`src/rtl/assert_macros.svh`:
```
// Assertion helpers included by the scheduler RTL.
`ifndef ASSERT_MACROS_SVH
`define ASSERT_MACROS_SVH

// The consequent must hold in the same cycle as the antecedent.
`define ASSERT_SAME(label, clk, rst, ante, cons, msg) \
   label: assert property (@(posedge clk) disable iff (rst) (ante) |-> (cons)) \
      else $error(msg);

// The consequent must hold in the cycle after the antecedent.
`define ASSERT_NEXT(label, clk, rst, ante, cons, msg) \
   label: assert property (@(posedge clk) disable iff (rst) (ante) |=> (cons)) \
      else $error(msg);

`endif

```
`src/rtl/rrqs_pkg.sv`:
```
package rrqs_pkg;

   localparam int DEF_SLOTS        = 16;
   localparam int DEF_QUANTUM_BITS = 16;

   // Slot state codes.
   localparam logic [2:0] SLOT_EMPTY    = 3'd0;
   localparam logic [2:0] SLOT_RUNNABLE = 3'd1;
   localparam logic [2:0] SLOT_RUNNING  = 3'd2;
   localparam logic [2:0] SLOT_BLOCKED  = 3'd3;
   localparam logic [2:0] SLOT_KILLED   = 3'd4;
   localparam logic [2:0] SLOT_REPLACED = 3'd5;

   // Request actions.
   localparam logic [1:0] ACT_TICK = 2'd0;
   localparam logic [1:0] ACT_LOAD = 2'd1;
   localparam logic [1:0] ACT_SET  = 2'd2;

   typedef enum logic [2:0] {
      FSM_CLEAR,
      FSM_IDLE,
      FSM_WRITE,
      FSM_CHECK,
      FSM_SCAN,
      FSM_FINISH
   } fsm_type;

   typedef struct packed {
      logic [1:0]  action;
      logic [3:0]  slot;
      logic [2:0]  new_state;
      logic [15:0] quantum;
   } req_type;

   typedef struct packed {
      logic       ok;
      logic       do_switch;
      logic       save_old;
      logic [3:0] new_index;
      logic [3:0] preempt_index;
   } rsp_type;

endpackage

```
`src/rtl/rrqs_ram.sv`:
```
module rrqs_ram
   import rrqs_pkg::*;
#(
   parameter int WIDTH = 3,
   parameter int DEPTH = DEF_SLOTS
) (
   input  logic                     clock,
   input  logic                     we,
   input  logic [$clog2(DEPTH)-1:0] waddr,
   input  logic [WIDTH-1:0]         wdata,
   input  logic [$clog2(DEPTH)-1:0] raddr,
   output logic [WIDTH-1:0]         rdata
);

   logic [WIDTH-1:0] mem_ff [DEPTH];
   logic [WIDTH-1:0] rd_ff;

   always_ff @(posedge clock) begin
      if (we) begin
         mem_ff[waddr] <= wdata;
      end
      rd_ff <= mem_ff[raddr];
   end

   assign rdata = rd_ff;

endmodule

```
`src/rtl/round_robin_quantum_scheduler.sv`:
```
// Round-robin time-slice scheduler over a table of task slots.
//
// Requests arrive as one beat on req_data, taken at a clock edge where start
// is high and busy is low. A beat loads a slot (state and quantum, used ticks
// cleared), sets a slot's state, or delivers a timer tick. Every request beat
// produces exactly one response beat on rsp_data, marked by rsp_strobe for a
// single cycle; the receiver cannot stall, so it must take the beat then.
//
// A load or set-state beat reads the old state of its slot, then writes the
// new one and answers. A tick that has nothing live answers straight from
// idle; a tick that only counts reads the current slot first. A tick that
// must pick a new slot scans the whole state memory, one entry per cycle
// through its single read port; on a first start the scan begins at once,
// otherwise the current slot is read first. One request is in flight at a
// time; busy stays high until the response is produced.
//
// After reset the block sweeps both memories, one entry per cycle, to put
// every slot in the empty state with zero used ticks; busy is high for the
// whole sweep.
module round_robin_quantum_scheduler
   import rrqs_pkg::*;
#(
   parameter int SLOTS        = DEF_SLOTS,
   parameter int QUANTUM_BITS = DEF_QUANTUM_BITS
) (
   input  logic    clock,
   input  logic    reset,
   input  logic    start,
   output logic    busy,
   input  req_type req_data,
   output logic    rsp_strobe,
   output rsp_type rsp_data
);

`include "assert_macros.svh"

   localparam int SW = $clog2(SLOTS);
   localparam int CW = $clog2(SLOTS + 1);
   localparam int QB = QUANTUM_BITS;
   localparam logic [QB-1:0] QMAX = '1;
   localparam logic [SW-1:0] LAST_SLOT = SW'(SLOTS - 1);

   // State memory holds the slot state; the count memory holds
   // {quantum, used ticks} for each slot.
   logic          st_we;
   logic [SW-1:0] st_wa;
   logic [2:0]    st_wd;
   logic [SW-1:0] st_ra;
   logic [2:0]    st_rd;

   logic            ct_we;
   logic [SW-1:0]   ct_wa;
   logic [2*QB-1:0] ct_wd;
   logic [SW-1:0]   ct_ra;
   logic [2*QB-1:0] ct_rd;
   logic [QB-1:0]   ct_qnt;
   logic [QB-1:0]   ct_used;
   logic [QB-1:0]   used_inc;

   rrqs_ram #(.WIDTH(3), .DEPTH(SLOTS)) u_state_ram (
      .clock (clock),
      .we    (st_we),
      .waddr (st_wa),
      .wdata (st_wd),
      .raddr (st_ra),
      .rdata (st_rd)
   );

   rrqs_ram #(.WIDTH(2 * QB), .DEPTH(SLOTS)) u_count_ram (
      .clock (clock),
      .we    (ct_we),
      .waddr (ct_wa),
      .wdata (ct_wd),
      .raddr (ct_ra),
      .rdata (ct_rd)
   );

   assign ct_qnt   = ct_rd[2*QB-1:QB];
   assign ct_used  = ct_rd[QB-1:0];
   assign used_inc = (ct_used == QMAX) ? ct_used : ct_used + QB'(1);

   fsm_type       fsm_ff, fsm_in;
   req_type       req_ff, req_in;
   rsp_type       rsp_ff, rsp_in;
   logic          rsp_valid_ff, rsp_valid_in;
   logic [SW-1:0] cur_ff, cur_in;
   logic          started_ff, started_in;
   logic [CW-1:0] live_ff, live_in;
   logic [SW-1:0] idx_ff, idx_in;
   logic [CW-1:0] cnt_ff, cnt_in;
   logic          pend_ff, pend_in;
   logic [SW-1:0] pend_idx_ff, pend_idx_in;
   logic          found_ff, found_in;
   logic [SW-1:0] found_idx_ff, found_idx_in;
   logic          clr_ff, clr_in;
   logic          exp_ff, exp_in;

   // Slot field and quantum as the table sees them.
   logic [31:0]   in_slot_wide;
   logic          in_slot_ok;
   logic [31:0]   req_slot_wide;
   logic [31:0]   req_q_wide;
   logic [31:0]   cur_wide;
   logic [31:0]   found_wide;

   assign in_slot_wide  = {28'd0, req_data.slot};
   assign in_slot_ok    = in_slot_wide < 32'(SLOTS);
   assign req_slot_wide = {28'd0, req_ff.slot};
   assign req_q_wide    = {16'd0, req_ff.quantum};
   assign cur_wide      = {{(32 - SW){1'b0}}, cur_ff};
   assign found_wide    = {{(32 - SW){1'b0}}, found_idx_ff};

   function automatic logic [SW-1:0] wrap_inc(input logic [SW-1:0] v);
      wrap_inc = (v == LAST_SLOT) ? '0 : v + SW'(1);
   endfunction

   always_ff @(posedge clock) begin
      if (reset) begin
         fsm_ff       <= FSM_CLEAR;
         rsp_valid_ff <= 1'b0;
         cur_ff       <= '0;
         started_ff   <= 1'b0;
         live_ff      <= '0;
         idx_ff       <= '0;
         cnt_ff       <= '0;
         pend_ff      <= 1'b0;
         found_ff     <= 1'b0;
      end else begin
         fsm_ff       <= fsm_in;
         rsp_valid_ff <= rsp_valid_in;
         cur_ff       <= cur_in;
         started_ff   <= started_in;
         live_ff      <= live_in;
         idx_ff       <= idx_in;
         cnt_ff       <= cnt_in;
         pend_ff      <= pend_in;
         found_ff     <= found_in;
      end
      req_ff       <= req_in;
      rsp_ff       <= rsp_in;
      pend_idx_ff  <= pend_idx_in;
      found_idx_ff <= found_idx_in;
      clr_ff       <= clr_in;
      exp_ff       <= exp_in;
   end

   always_comb begin
      fsm_in       = fsm_ff;
      req_in       = req_ff;
      rsp_in       = rsp_ff;
      rsp_valid_in = 1'b0;
      cur_in       = cur_ff;
      started_in   = started_ff;
      live_in      = live_ff;
      idx_in       = idx_ff;
      cnt_in       = cnt_ff;
      pend_in      = pend_ff;
      pend_idx_in  = pend_idx_ff;
      found_in     = found_ff;
      found_idx_in = found_idx_ff;
      clr_in       = clr_ff;
      exp_in       = exp_ff;

      st_we = 1'b0;
      st_wa = idx_ff;
      st_wd = SLOT_EMPTY;
      st_ra = idx_ff;
      ct_we = 1'b0;
      ct_wa = idx_ff;
      ct_wd = '0;
      ct_ra = idx_ff;

      case (fsm_ff)
         FSM_CLEAR: begin
            st_we  = 1'b1;
            ct_we  = 1'b1;
            idx_in = wrap_inc(idx_ff);
            cnt_in = cnt_ff + CW'(1);
            if (cnt_ff == CW'(SLOTS - 1)) begin
               idx_in = '0;
               fsm_in = FSM_IDLE;
            end
         end

         FSM_IDLE: begin
            if (start) begin
               req_in = req_data;
               rsp_in = '0;
               case (req_data.action)
                  ACT_LOAD, ACT_SET: begin
                     if (in_slot_ok &&
                         (req_data.new_state inside {[SLOT_EMPTY:SLOT_REPLACED]})) begin
                        st_ra  = in_slot_wide[SW-1:0];
                        fsm_in = FSM_WRITE;
                     end else begin
                        rsp_valid_in = 1'b1;
                     end
                  end
                  ACT_TICK: begin
                     if (live_ff == '0) begin
                        rsp_in.save_old = 1'b1;
                        rsp_valid_in    = 1'b1;
                     end else if (!started_ff) begin
                        // First start searches from the slot after slot 0.
                        idx_in   = wrap_inc('0);
                        cnt_in   = '0;
                        pend_in  = 1'b0;
                        found_in = 1'b0;
                        clr_in   = 1'b0;
                        exp_in   = 1'b0;
                        fsm_in   = FSM_SCAN;
                     end else begin
                        st_ra  = cur_ff;
                        ct_ra  = cur_ff;
                        fsm_in = FSM_CHECK;
                     end
                  end
                  default: begin
                     rsp_valid_in = 1'b1;
                  end
               endcase
            end
         end

         FSM_WRITE: begin
            st_we = 1'b1;
            st_wa = req_slot_wide[SW-1:0];
            st_wd = req_ff.new_state;
            if (req_ff.action == ACT_LOAD) begin
               ct_we = 1'b1;
               ct_wa = req_slot_wide[SW-1:0];
               ct_wd = {req_q_wide[QB-1:0], {QB{1'b0}}};
            end
            if (st_rd == SLOT_EMPTY && req_ff.new_state != SLOT_EMPTY) begin
               live_in = live_ff + CW'(1);
            end else if (st_rd != SLOT_EMPTY && req_ff.new_state == SLOT_EMPTY) begin
               live_in = live_ff - CW'(1);
            end
            rsp_in       = '0;
            rsp_valid_in = 1'b1;
            fsm_in       = FSM_IDLE;
         end

         FSM_CHECK: begin
            rsp_in = '0;
            if (st_rd != SLOT_RUNNING) begin
               // The current task stopped: sweep out dead slots and pick anew.
               idx_in   = wrap_inc(cur_ff);
               cnt_in   = '0;
               pend_in  = 1'b0;
               found_in = 1'b0;
               clr_in   = 1'b1;
               exp_in   = 1'b0;
               fsm_in   = FSM_SCAN;
            end else if (live_ff == CW'(1)) begin
               rsp_in.ok       = 1'b1;
               rsp_in.save_old = 1'b1;
               rsp_valid_in    = 1'b1;
               fsm_in          = FSM_IDLE;
            end else if (used_inc >= ct_qnt) begin
               // Quantum used up: the slot goes back in line, and the search
               // may come round to it again.
               st_we    = 1'b1;
               st_wa    = cur_ff;
               st_wd    = SLOT_RUNNABLE;
               ct_we    = 1'b1;
               ct_wa    = cur_ff;
               ct_wd    = {ct_qnt, {QB{1'b0}}};
               idx_in   = wrap_inc(cur_ff);
               cnt_in   = '0;
               pend_in  = 1'b0;
               found_in = 1'b0;
               clr_in   = 1'b0;
               exp_in   = 1'b1;
               fsm_in   = FSM_SCAN;
            end else begin
               ct_we           = 1'b1;
               ct_wa           = cur_ff;
               ct_wd           = {ct_qnt, used_inc};
               rsp_in.ok       = 1'b1;
               rsp_in.save_old = 1'b1;
               rsp_valid_in    = 1'b1;
               fsm_in          = FSM_IDLE;
            end
         end

         FSM_SCAN: begin
            // Issue one read per cycle; the data of the read issued in the
            // previous cycle is examined in this one.
            if (cnt_ff != CW'(SLOTS)) begin
               st_ra       = idx_ff;
               ct_ra       = idx_ff;
               idx_in      = wrap_inc(idx_ff);
               cnt_in      = cnt_ff + CW'(1);
               pend_in     = 1'b1;
               pend_idx_in = idx_ff;
            end else begin
               pend_in = 1'b0;
               fsm_in  = FSM_FINISH;
            end
            if (pend_ff) begin
               if (clr_ff && (st_rd inside {SLOT_KILLED, SLOT_REPLACED})) begin
                  st_we   = 1'b1;
                  st_wa   = pend_idx_ff;
                  st_wd   = SLOT_EMPTY;
                  ct_we   = 1'b1;
                  ct_wa   = pend_idx_ff;
                  ct_wd   = {ct_qnt, {QB{1'b0}}};
                  live_in = live_ff - CW'(1);
               end
               if (st_rd == SLOT_RUNNABLE && !found_ff) begin
                  found_in     = 1'b1;
                  found_idx_in = pend_idx_ff;
               end
            end
         end

         FSM_FINISH: begin
            rsp_in = '0;
            if (exp_ff) begin
               rsp_in.preempt_index = cur_wide[3:0];
            end
            if (found_ff) begin
               st_we            = 1'b1;
               st_wa            = found_idx_ff;
               st_wd            = SLOT_RUNNING;
               cur_in           = found_idx_ff;
               started_in       = 1'b1;
               rsp_in.ok        = 1'b1;
               rsp_in.do_switch = 1'b1;
               rsp_in.save_old  = exp_ff;
               rsp_in.new_index = found_wide[3:0];
            end else begin
               rsp_in.save_old = 1'b1;
            end
            rsp_valid_in = 1'b1;
            fsm_in       = FSM_IDLE;
         end

         default: begin
            fsm_in = FSM_IDLE;
         end
      endcase
   end

   assign busy       = (fsm_ff != FSM_IDLE);
   assign rsp_strobe = rsp_valid_ff;
   assign rsp_data   = rsp_ff;

   // The live count never exceeds the table size.
   `ASSERT_SAME(a_live_bound, clock, reset, 1'b1, live_ff <= CW'(SLOTS), "live count overflow")
   // Once a task has been started the scheduler never forgets it.
   `ASSERT_NEXT(a_started_sticky, clock, reset, started_ff, started_ff, "started flag dropped")
   // The last scan step always yields a response beat.
   `ASSERT_NEXT(a_finish_rsp, clock, reset, fsm_ff == FSM_FINISH, rsp_strobe,
                "no response after scan")
   // A tick taken with nothing live answers at once with failure.
   `ASSERT_NEXT(a_empty_tick, clock, reset,
                start && !busy && req_data.action == ACT_TICK && live_ff == '0,
                rsp_strobe && !rsp_data.ok && rsp_data.save_old,
                "empty tick not failed")
   // A reported switch always comes with a running task.
   `ASSERT_SAME(a_switch_ok, clock, reset, rsp_strobe && rsp_data.do_switch,
                rsp_data.ok && started_ff, "switch without running task")

endmodule
```
`config.mk`:
```
export PLATFORM = sky130hd
export DESIGN_NAME = round_robin_quantum_scheduler
export DESIGN_NICKNAME = d
export VERILOG_FILES = /design/src/rtl/rrqs_pkg.sv /design/src/rtl/rrqs_ram.sv /design/src/rtl/round_robin_quantum_scheduler.sv
export VERILOG_INCLUDE_DIRS = /design/src /design/src/rtl
export SDC_FILE = /design/constraint.sdc
export NUM_CORES = 1
export LEC_CHECK = 0
export BUFFER_PORTS_ARGS = -buffer_cell sky130_fd_sc_hd__buf_2
export CAP_MARGIN = 15
export CORE_UTILIZATION = 63
export CTS_CLUSTER_DIAMETER = 80
export DETAILED_ROUTE_END_ITERATION = 7
export HOLD_SLACK_MARGIN = 0.08
export PLACE_DENSITY_LB_ADDON = 0.1
export SYNTH_ARGS = -nofsm -noshare
export SYNTH_HDL_FRONTEND = slang
export SYNTH_SLANG_ARGS = --single-unit
```
`constraint.sdc`:
```
create_clock -name clock -period 5.9 [get_ports clock]
set_clock_uncertainty 0.2 [all_clocks]
set_input_delay 0.885 -clock clock [delete_from_list [all_inputs] [get_ports clock]]
set_output_delay 0.885 -clock clock [all_outputs]
set_load 0.005 [all_outputs]
```
# Word-level counts from Yosys, hierarchy flattened
# Memory sizes are Yosys's and may differ from the RTL's. A register that Yosys moved wholly into a read port is not among the register bits.
# Index checks and enable logic that the tools add are counted.
# totals
regBits,71
mem_bits_rw,560
inputBits,28
word_cells,221
mem_count,2
# memory_table
name,words,width,read_ports,rd_clocked_by_memory_dff,wr,line,rtl
u_count_ram.mem_ff,16,32,1,1,1,rrqs_ram.sv:15,logic [WIDTH-1:0] mem_ff [DEPTH];
u_state_ram.mem_ff,16,3,1,1,1,rrqs_ram.sv:15,
# classes
addsub,6
magnitude_cmp,4
n_eq_ne,35
n_mux,118
n_reduce_logical,34
# op_table
operator,n
$mux W32,5
$mux W4,30
$pmux W32 S3,1
$mux W5,12
$pmux W11 S4,1
$mux W1,38
$mux W16,2
$pmux W4 S4,2
$mux W3,9
$ne A2 B2 Y1 const B,10
$pmux W5 S4,1
$add A16 B1 Y16 const B,1
$eq A16 B16 Y1 const B,1
$ge A16 B16 Y1,1
$ne A3 B3 Y1 const B,5
$reduce_and A7 Y1,2
$eq A3 B3 Y1 const B,4
$pmux W3 S4,1
$pmux W4 S3,1
$mux W11,1
$add A5 B1 Y5 const B,2
$pmux W5 S2,1
$logic_not A3 Y1,3
$pmux W1 S3,3
35 further kinds,60

# Logic depth before layout (Yosys ltp)
# logic_depth
ltp_word,9
depth_mapped,16
mapped_depth_nobuf,15

# Cells and area by module
# Synthesis repeated with hierarchy kept, for this count alone.
# hier_totals
cells_unflattened,1488
area_unflattened_um2,26751.9
# modules_own_cells
module,n_inst,cells_each,area_each_um2,seq_area_each_um2
rrqs_ram (u_count_ram),1,838,19835.3,16015.4
round_robin_quantum_scheduler,1,547,4904.7,1881.8
rrqs_ram (u_state_ram),1,103,2011.9,1501.4

# Worst setup path before layout
# OpenSTA, ideal clock, no wires.
# synth_path
path_type,reg2reg
startpoint,register fsm_ff[0]
endpoint,memory u_count_ram.mem_ff[3][0] (netlist bit) (enable)
setup_ns,0.468
arrival_ns,4.418
slack_ns,0.814
path_stages_with_launch,10
synth_period_minus_slack_ns,5.086
cell_sequence,dfxtp_1 > buf_2 > inv_2 > nor2_1 > nand2_1 > o22ai_1 > or3_1 > a21bo_2 > clkbuf_1 > nor3b_1
# synth_between
elab_chain_cells,4
# synth_lines
item,line,rtl
from (decl),round_robin_quantum_scheduler.sv:82,"fsm_type fsm_ff, fsm_in;"
from (signal assigned),round_robin_quantum_scheduler.sv:129,fsm_ff <= fsm_in;
$eq A3 B3 Y1 (tied with other cells),round_robin_quantum_scheduler.sv:173,case (fsm_ff)
$pmux W1 S4,round_robin_quantum_scheduler.sv:173,
$mux W1,rrqs_ram.sv:19,if (we) begin
$mux W1 (implied by the code),rrqs_ram.sv:20,mem_ff[waddr] <= wdata;
to (decl),rrqs_ram.sv:15,
# Several ways; a longest one is shown, not always the timed one.

# Final worst setup path
# layout_path
startpoint,"register u_count_ram.rd_ff[0], in the netlist u_count_ram.rdata[0] (read register of u_count_ram.mem_ff)"
endpoint,"memory u_state_ram.mem_ff[96][1], in the netlist u_state_ram.mem_ff[6][1] (enable)"
# layout_between
elab_chain_cells,9
# layout_lines
item,line,rtl
from (decl),rrqs_ram.sv:16,logic [WIDTH-1:0] rd_ff;
$add A16 B1 Y16 / $eq A16 B16 Y1 (equally long branches),round_robin_quantum_scheduler.sv:80,assign used_inc = (ct_used == QMAX) ? ct_used : ct_used + QB'(1);
$mux W16 (*),round_robin_quantum_scheduler.sv:80,
$ge A16 B16 Y1 (*),round_robin_quantum_scheduler.sv:260,end else if (used_inc >= ct_qnt) begin
$mux W1,round_robin_quantum_scheduler.sv:260,
$mux W1,round_robin_quantum_scheduler.sv:255,end else if (live_ff == CW'(1)) begin
$mux W1,round_robin_quantum_scheduler.sv:246,if (st_rd != SLOT_RUNNING) begin
$pmux W1 S4,round_robin_quantum_scheduler.sv:173,
$mux W1,rrqs_ram.sv:19,
$mux W1 (implied by the code),rrqs_ram.sv:20,
to (decl),rrqs_ram.sv:15,
# Every way passes the cells marked *; elsewhere a longest branch is shown, timed or not.

==> summary.md <==
| Metric | Value |
|---|---|
| Data required, critical path | `between 5 and 6 ns` |
| Insertion delay to the later sink of the worst-skew pair | `0.60 ns` |
| Via count of the first global-routing pass | `15100` |
| Number of placed cells counting well taps | `2102` |
| Sum of negative setup slack | `0 ns` |
| Power per unit of standard cell area | `roughly 340 nW/um2` |
| Count of vias placed by the detailed router | `14800` |
| Combined area of all synthesized cells | `26900 um2` |
| Most instantiated library cell after synthesis | `edfxtp_1` |
| Path type of the worst setup path | `reg -> reg` |
| Worst-Margin Slew | `1.17 ns` |
| Fraction of final layout cells sized beyond drive strength 1 | `20.8%` |
| Tightest slew margin relative to the limit | `roughly a fifth` |
| Antenna violation net count after detailed routing | `0` |
| Initial core utilization | `64.1%` |
| Final cell count without fillers | `2226` |
| Time the final worst path needs with I/O delays and setup | `about 5.5 ns` |
| Post-synth cell types | `66` |
| Total global routing overflow | `0` |
| Worst Path Max Fanout | `8` |
| Placement row count | `75` |
| DRT Pass-1 Iters | `5` |
| Ranking of synthesized cells by area | `edfxtp_1 68%, mux4_2 11%, dfxtp_1 4.5%, a22oi_1 1.9%, nand2_1 1.4%` |
| Top cell type's share of synthesized area | `67.6%` |
| Kind of launch point of the worst setup path | `flip-flop` |
| Critical path endpoint category | `flip-flop` |
| Weighted congestion reported at the end of routability-driven placement | `0.890` |
| Run status | `complete, no violations` |
| Vias per cell | `about 6.6` |
| Master cell of the clock root buffer | `clkbuf_16` |
| Fill cells | `2618` |
| WHS | `0.250 ns` |
| Number of warning messages in the yosys log | `0` |
| Core outline area | `42000 um2` |
| Height of the die | `209 um` |
| Net total in the final layout | `1690` |
| Number of enable-type register cells in the synthesized netlist | `606` |
| Commonest register cell after synthesis | `edfxtp_1` |
| Mean Syn Cell Area | `17.4 um2` |
| Number of clock sinks | `666` |
| Cells after synthesis | `approximately 1600` |
| Worst vdd ir | `0.000335 V` |
| Post-CTS resize count | `0` |
| Part of the Yosys area used for sequential elements | `72.0%` |
| Number of buffers created by CTS | `67` |
| Worst EP arrival | `5.53 ns` |
| Synth cell count leaders | `606 x edfxtp_1, 128 x mux4_2, 100 x nand2_1` |
| Overall track demand over capacity in global routing | `slightly below 30%` |
| Final Slew Violations | `0` |
| Post-CTS setup-driven buffer insertion count | `0` |
| Total wire length after detailed routing | `between 60000 and 70000 um` |
| Type of the most critical hold path | `reg -> reg` |
| Number of maximum-capacitance constraint violations | `0` |
| Cell taking the most area after synthesis | `edfxtp_1` |
| Largest net degree at the start of global routing | `129` |
| Average wire per standard cell | `between 20 and 30 um` |
| Achievable Freq | `183 MHz` |
| Port-buffer cells | `40` |
| Number of antenna violations at the first check in global routing | `0` |
| Reg2reg path depth | `15` |
| H-Tree Depth | `3` |
| Die width | `209 um` |
| Placed Area | `28000 um2` |
| Number of failing setup endpoints in the final timing report | `0` |
| CTS tree | `done` |
| Detailed router's first-iteration violation count | `about 1500` |
| Fin. Hold Viols | `0` |
| Hold Path Cell Cnt | `2` |
| Detailed placement HPWL | `33200 um` |
| Ant diodes | `0` |
| Number of buffers on the longest clock path | `3` |
| Area growth from synthesis to layout | `12.0%` |
| Global-route wire length before repair | `91400 um` |
| Clock edge transition at the registers on the reported setup and hold paths | `0.06 ns` |
| Number of placed I/O pins | `slightly above 40` |
| Count of hold-fix buffers inserted at cts | `0` |
| Final Cycle Share | `92.5%` |
| Setup repair after global routing missed its margin | `no` |
| Floorplan die area | `43600 um2` |
| Overall power after layout | `10.2 mW` |
| Detailed-route DRC error count | `0` |
| Leak Pwr | `10.1 nW` |
| Post-route standard cell area excluding fillers | `30200 um2` |
| Number of synthesized register bits | `666` |
| Post-synth ARST share | `0%` |
| Mapped Nets | `1608` |
## cells by family after synthesis
family,share of synthesized area [%]
flip-flops,72.0
AND/OR/NAND/NOR,5.79
AO/OA/AOI/OAI,6.61
multiplexers,11.8
buffers and inverters,1.99
adder cells (fa/ha/maj),1.30
XOR/XNOR,0.488
## layer usage
layer,share of wire [%],global-route usage [%],up-vias
met2,51,48.3,676
li1,-,-,6438
met1,38,38.2,7542
met3,7.5,5.34,135
met5,0,0,-
met4,3.3,12.0,0
## sequential cells by signal, summed over array words and instances (netlist names), 3 cells and up
name                cells
u_count_ram.mem_ff    512
u_state_ram.mem_ff     48
u_count_ram.rdata      32
req_ff                 25
rsp_data               11
cnt_ff                  5
live_ff                 5
cur_ff                  4
found_idx_ff            4
idx_ff                  4
pend_idx_ff             4
fsm_ff                  3
u_state_ram.rdata       3
## final cells by class
class	instances	area, um2	area share, %
Timing Repair Buffer	94	653	2.16
Clock buffer	101	1960	6.49
Tap cell	539	674	2.24
Inverter	44	165	0.547
Sequential cell	666	19400	64.3
Multi-Input combinational cell	761	7140	23.6
Clock inverter	21	189	0.626
## where the power goes
group	total, mW	switching [mW]	internal, mW
Clock	4.11	1.71	2.40
Combinational	0.728	0.437	0.291
Sequential	5.32	0.0823	5.24
Total	10.2	2.23	7.92
## layout by cell type (no fill, tap or decap), types with 9 or more instances in the layout
master	netlist	final
o22ai_1	11	10
nand4_1	10	10
nor2b_1	18	18
inv_1	43	43
clkbuf_1	48	21
xnor2_1	11	11
o21a_1	12	12
o21ai_0	37	36
edfxtp_1	606	606
mux2i_1	29	27
a21oi_1	46	46
buf_2	12	41
clkbuf_8	0	11
a22oi_1	67	67
nand2_1	100	100
mux4_2	128	128
nor2_1	51	47
and2_1	20	20
a22o_1	18	18
nor4_1	18	18
buf_4	14	49
o211ai_1	9	9
clkbuf_16	0	69
dfxtp_1	60	60
ha_1	28	28
nand3_1	18	18
or3_1	9	9
## final timing paths
path / endpoint / start / slack (ns)
worst max-delay path: u_state_ram.mem_ff[6][1]$_DFFE_PP_ / u_count_ram.rdata[0]$_DFF_P_ / 0.44
worst min-delay path: cnt_ff[4]$_SDFFE_PP0P_ / cnt_ff[4]$_SDFFE_PP0P_ / 0.25
worst max register to register: u_state_ram.mem_ff[6][1]$_DFFE_PP_ / u_count_ram.rdata[0]$_DFF_P_ / 0.44
worst min register to register: cnt_ff[4]$_SDFFE_PP0P_ / cnt_ff[4]$_SDFFE_PP0P_ / 0.25
## through the flow
step	setup slack [ns]	util, %
detailed placement	0.489	66.6
global placement	0.681	66.6
finish	0.445	71.8
floorplan	0.814	-
CTS	0.503	71.7
global route	0.155	71.8
## critical path: stages, from the launching register on
cell and delay, ns:
dfxtp_1 0.37, ha_1 0.21, nand2_1 0.07, nor4_1 0.47, nand3_1 0.39, and2_1 0.30, and3_1 0.21, xor2_1 0.20
ha_1 0.28, nand3_1 0.09, a211oi_1 0.07, o21ai_0 0.24, nand4_1 0.39, and2_1 0.38, o311ai_1 1.01, nor4_1 0.25
Power figures use the tool's default switching activity.
